[src/rtl/sas_pkg.sv]
// ---------------------------------------------------------------------------
// sas_pkg: shared types and constants of the softmax action selector
// Entry layout of the sorting chain, chain control, result status codes and
// the fixed-point constants of the weight datapath.
// ---------------------------------------------------------------------------
`default_nettype none

package sas_pkg;

    localparam int MAX_ACTIONS = 16;
    localparam int IDX_W       = (MAX_ACTIONS > 1) ? $clog2(MAX_ACTIONS) : 1;
    localparam int CNT_W       = $clog2(MAX_ACTIONS + 1);
    localparam int SUM_W       = 32 + IDX_W;

    localparam logic [14:0] LOG10E_Q16 = 15'd28462;
    localparam logic [31:0] ONE_Q16    = 32'h0001_0000;

    // status codes of a result
    localparam logic [1:0] ST_SOFTMAX  = 2'd0;
    localparam logic [1:0] ST_UNIFORM  = 2'd1;
    localparam logic [1:0] ST_POSITIVE = 2'd2;
    localparam logic [1:0] ST_OVERFLOW = 2'd3;

    typedef struct packed {
        logic             valid;
        logic [15:0]      id;
        logic [31:0]      weight;
        logic [IDX_W-1:0] idx;
    } cell_t;

    typedef struct packed {
        logic insert;
        logic shift;
        logic clear;
    } cell_ctrl_t;

    function automatic logic [63:0] isqrt64(input logic [63:0] x);
        logic [63:0] res;
        logic [63:0] bitv;
        logic [63:0] rem;
        res  = '0;
        rem  = x;
        bitv = 64'd1 << 62;
        for (int i = 0; i < 32; i++) begin
            if (bitv > rem) begin
                bitv = bitv >> 2;
            end
        end
        for (int i = 0; i < 32; i++) begin
            if (bitv != 0) begin
                if (rem >= res + bitv) begin
                    rem = rem - (res + bitv);
                    res = (res >> 1) + bitv;
                end else begin
                    res = res >> 1;
                end
                bitv = bitv >> 2;
            end
        end
        return res;
    endfunction

    // 2^(2^-k) in Q1.30 (Q2.30 word), built by repeated floor square roots
    function automatic logic [31:0] pow_root(input int k);
        logic [63:0] root;
        root = 64'd1 << 31;
        for (int j = 1; j <= 16; j++) begin
            if (j <= k) begin
                root = isqrt64(root << 30);
            end
        end
        return root[31:0];
    endfunction

    localparam logic [31:0] ROOT_TBL [16] = '{
        pow_root(1),  pow_root(2),  pow_root(3),  pow_root(4),
        pow_root(5),  pow_root(6),  pow_root(7),  pow_root(8),
        pow_root(9),  pow_root(10), pow_root(11), pow_root(12),
        pow_root(13), pow_root(14), pow_root(15), pow_root(16)
    };

endpackage

`default_nettype wire

[src/rtl/sas_cell.sv]
// ---------------------------------------------------------------------------
// sas_cell: one slot of the insertion sorting chain
// Holds one entry; on insert takes the new entry or its upper neighbor,
// on shift takes its lower neighbor.
// ---------------------------------------------------------------------------
`default_nettype none

module sas_cell (
    input  wire logic                aclk,
    input  wire logic                aresetn,
    input  wire sas_pkg::cell_ctrl_t ctrl,
    input  wire sas_pkg::cell_t      new_entry,
    input  wire sas_pkg::cell_t      prev_entry,
    input  wire logic                prev_gt,
    input  wire sas_pkg::cell_t      next_entry,
    output sas_pkg::cell_t           entry,
    output logic                     gt
);
    import sas_pkg::*;

    cell_t entry_reg, entry_next;

    // strictly greater keeps equal weights in load order
    assign gt = !entry_reg.valid || (new_entry.weight > entry_reg.weight);

    always_comb begin
        entry_next = entry_reg;
        if (ctrl.clear) begin
            entry_next.valid = 1'b0;
        end else if (ctrl.shift) begin
            entry_next = next_entry;
        end else if (ctrl.insert && gt) begin
            entry_next = prev_gt ? prev_entry : new_entry;
        end
    end

    always_ff @(posedge aclk) begin
        if (!aresetn) begin
            entry_reg <= '0;
        end else begin
            entry_reg <= entry_next;
        end
    end

    assign entry = entry_reg;

endmodule

`default_nettype wire

[config.mk]
export PLATFORM = sky130hd
export DESIGN_NAME = sas_cell
export DESIGN_NICKNAME = d
export VERILOG_FILES = /design/src/rtl/sas_pkg.sv /design/src/rtl/sas_cell.sv
export SDC_FILE = /design/constraint.sdc
export NUM_CORES = 1
export LEC_CHECK = 0
export ABC_AREA = 1
export BUFFER_PORTS_ARGS = -buffer_cell sky130_fd_sc_hd__buf_4
export CAP_MARGIN = 20
export CORE_ASPECT_RATIO = 0.7
export CORE_MARGIN = 1
export CORE_UTILIZATION = 48
export CTS_BUF_LIST = sky130_fd_sc_hd__clkbuf_8
export DETAILED_ROUTE_END_ITERATION = 7
export HOLD_SLACK_MARGIN = 0.12
export PLACE_DENSITY_LB_ADDON = 0.15
export SYNTH_ARGS = -nofsm -noshare
export SYNTH_HDL_FRONTEND = slang
export SYNTH_SLANG_ARGS = --single-unit
[constraint.sdc]
create_clock -name aclk -period 2.73 [get_ports aclk]
set_clock_uncertainty 0.2 [all_clocks]
set_input_delay 0.546 -clock aclk [delete_from_list [all_inputs] [get_ports aclk]]
set_output_delay 0.546 -clock aclk [all_outputs]
set_load 0.01 [all_outputs]
==> flow_metrics.py <==
metrics = {
    "status": {
        "status": "complete, no violations",
    },
    "cells_and_area": {
        "drive_above_1_share_pct": 40.37,
        "n_antenna_cell": 0,
        "nNetsFinal": 1016,
        "largest_reg_flops": 53,
        "post-route-util_pct": 73.40,
        "syn2layout_area_growth_pct": 43.90,
    },
    "setup_path": {
        "reg2reg_depth": 17,
        "critPathLaunchType": "register",
        "max_stage_delay_ns": 0.36,
        "r2r-end": "entry[28]",
        "startpoint": "entry[25]",
        "worst_ep_arrival_time_ns": 1.90,
        "crit_type": "register to output pin",
        "crit_path_max_fanout": 3,
        "cp.buffers_inverters": 2,
        "cp-end-kind": "output pin",
        "crit_cells": 11,
        "r2r-start": "entry[35]",
        "crit_end": "gt",
        "worstPathCellList": "inv_1, ha_1, a21oi_1, nor2_1, nor2_1, nand3_2, a21oi_2, nand2_1, nand2_2, nand2_2, buf_6",
        "crit_slowest_cell": "dfxtp_2",
        "r2r_slack_ns": 0.22,
        "cp_top_family": "simple AND/OR/NAND/NOR gates",
        "cp.required_ns": 1.98,
    },
    "synthesis": {
        "ys_ff_latch": 53,
        "syn_nets": 816,
        "synthCells": 619,
        "synth_top_area_share_pct": 23.94,
        "synth_cell_types": 24,
        "synth_area_sq_mm": 0.004432,
        "avgSynthCellArea_sq_um": 7.160,
        "seq_area_frac_synth_pct": 23.94,
        "ys.flop_type": "dfxtp_1",
        "synth_top_cells_by_area": "dfxtp_1, nand2_1, mux2i_1",
        "yosysMostFrequentCell": "nand2_1",
        "synth-edff-count": 0,
        "synth_commonest_cells": "nand2_1, nor2_1, nand3_1",
        "yosysTopAreaCell": "dfxtp_1",
        "ys_warn_count": 0,
        "postSynth.asyncResetShare_pct": 0,
    },
    "placement": {
        "dpl.hpwl_um": 9783,
        "gp_congestion": 0.8047,
        "io_buffers": 218,
    },
    "global_route": {
        "grt_most_used_layer": "met2",
        "grt_pass1_wl_um": 19000,
        "grtUsageMet1_pct": 28.82,
        "grtUsageMet3_pct": 6.423,
        "grt_max_degree": 54,
        "grt_pass1_vias": 4142,
        "gr-usage-all-layers_pct": 25.55,
        "grt_overflow_total": 0,
        "antenna_found_initial": 0,
        "grt_use_met2_pct": 47.87,
    },
    "sta": {
        "setup_viol": 0,
        "finalCriticalPeriod_ns": 2.644,
        "hold_viol_final": 0,
        "worst_slew_pin_slew_ns": 0.5864,
        "period_share_pct": 96.86,
        "relSlewSlack_pct": 60.91,
        "clock.fmax_mhz": 378.2,
        "slew_violations": 0,
        "finalSetupTns_ns": 0,
    },
    "floorplanning": {
        "dieArea_sq_mm": 0.009627,
        "die_h_um": 82.39,
        "io-pin-count": 219,
        "core_sq_mm": 0.008688,
        "rows": 28,
        "initial_core_util_pct": 51.01,
        "die_w_um": 116.8,
    },
    "job": {
        "maxCapViolCount": 0,
    },
    "power": {
        "ir_worst_vdd_mv": 0.2378,
        "leakagePower_uw": 0.003202,
        "power_density_mw_per_mm2": 359.1,
    },
    "clocking": {
        "clk_pin_slew_ns": 0.09,
        "htreeDepth": 2,
        "cts_made_buffers": 5,
        "cts_root_buffer": "clkbuf_8",
        "cts_sinks": 53,
        "cts_tree": "yes",
        "cts_max_path_buffers": 2,
        "clock_latency_ns": 0.32,
    },
    "detailed_routing": {
        "wl_um": 12930,
        "dr.first_iter.drc_count": 157,
        "drc": 0,
        "vias": 4816,
        "first_pass_iters": 4,
        "ant_nets": 0,
        "wl_per_cell_um": 13.75,
        "via_per_inst": 5.123,
    },
    "min_path": {
        "min_path_type": "register to register",
    },
}
## stage by stage
step	setup WS, ns	power (uW)	hold slack [ns]	cells	instance area, sq um
3_3_place_gp	0.08869	1780	0.2660	923	6106
5_1_grt	-0.04611	2435	0.3170	940	6377
3_5_place_dp	0.02706	1809	0.2764	923	6106
4_1_cts	0.002355	2259	0.3024	931	6190
6_report	0.08563	2290	0.2967	940	6377
2_1_floorplan	0.3997	1421	0.3128	619	4432
## final cells by class
type / instances / area [sq um]
sequential: 53 / 1094
fill: 702 / 2311
clock buffer: 5 / 68.82
timing repair buffer: 239 / 1873
multi-input combinational: 478 / 3018
clock inverter: 3 / 13.76
inverter: 42 / 160.2
tap: 120 / 150.1
## worst min path at each step
stage                          from   endpoint  slack, ns  cells after the start
after floorplan            entry[1]   entry[1]       0.31                      2
after global placement    entry[50]  entry[50]       0.27                      2
after detailed placement  entry[47]  entry[47]       0.28                      2
after CTS                  entry[1]   entry[1]       0.30                      2
after global routing       entry[8]   entry[8]       0.32                      2
final                     entry[40]  entry[40]       0.30                      2
## where the power goes
part,switching (uW),internal [uW],leakage [uW]
sequential,53.9,843,0.000447
clock,278,175,0.0000491
combinational,442,499,0.00271
## cells by family (layout without fill, tap and decap cells)
kind of cell	Yosys count	in the layout	share of synthesized area, %
flops	53	53	23.94
simple gates	271	271	24.96
buf+inv	88	289	9.882
fa+ha+maj	32	32	9.034
compound gates	122	122	20.21
mux	53	53	11.97
## metal layers
layer | vias up | part of all wire (%)
met3 | 18 | 7.6
met4 | 0 | 1.6
met2 | 159 | 49
met5 | - | 0
li1 | 2439 | -
met1 | 2200 | 42
## cells in the final DEF (no fill, tap or decap), types with 2 or more instances in the layout
cell      synthesis  final
nand3_1          55     54
ha_1             32     28
buf_4             4    232
mux2i_1          53     53
dfxtp_1          53     29
buf_12            4      6
inv_1            38     39
nand4_1           2      2
inv_2             2      2
clkbuf_8          0      5
nand2_2           2      6
o21a_1           53     53
a21oi_1          25     23
nor2_1           65     62
nand2_1         145    141
ha_4              0      4
clkinv_2          0      2
o21ai_0           3      3
a21oi_2          40     42
dfxtp_2           0     23
nor2_2            1      3
## tightest hold or removal path, delay by kind of cell, from the launching register on
family | cells | cell delay, ns
DFF | 1 | 0.34
AOI/OAI and AO/OA | 1 | 0.04
and+or+nand+nor | 1 | 0.09
## what timing repair did
item / 4_1_cts / 5_1_grt
pin swaps: 0 / 8
setup buffers: 0 / 9
hold buffers: 0 / 0
endpoints found under the setup margin: 1 / 1
gates resized for setup: 1 / 40
Note: power is estimated with default switching activity, not from simulation.
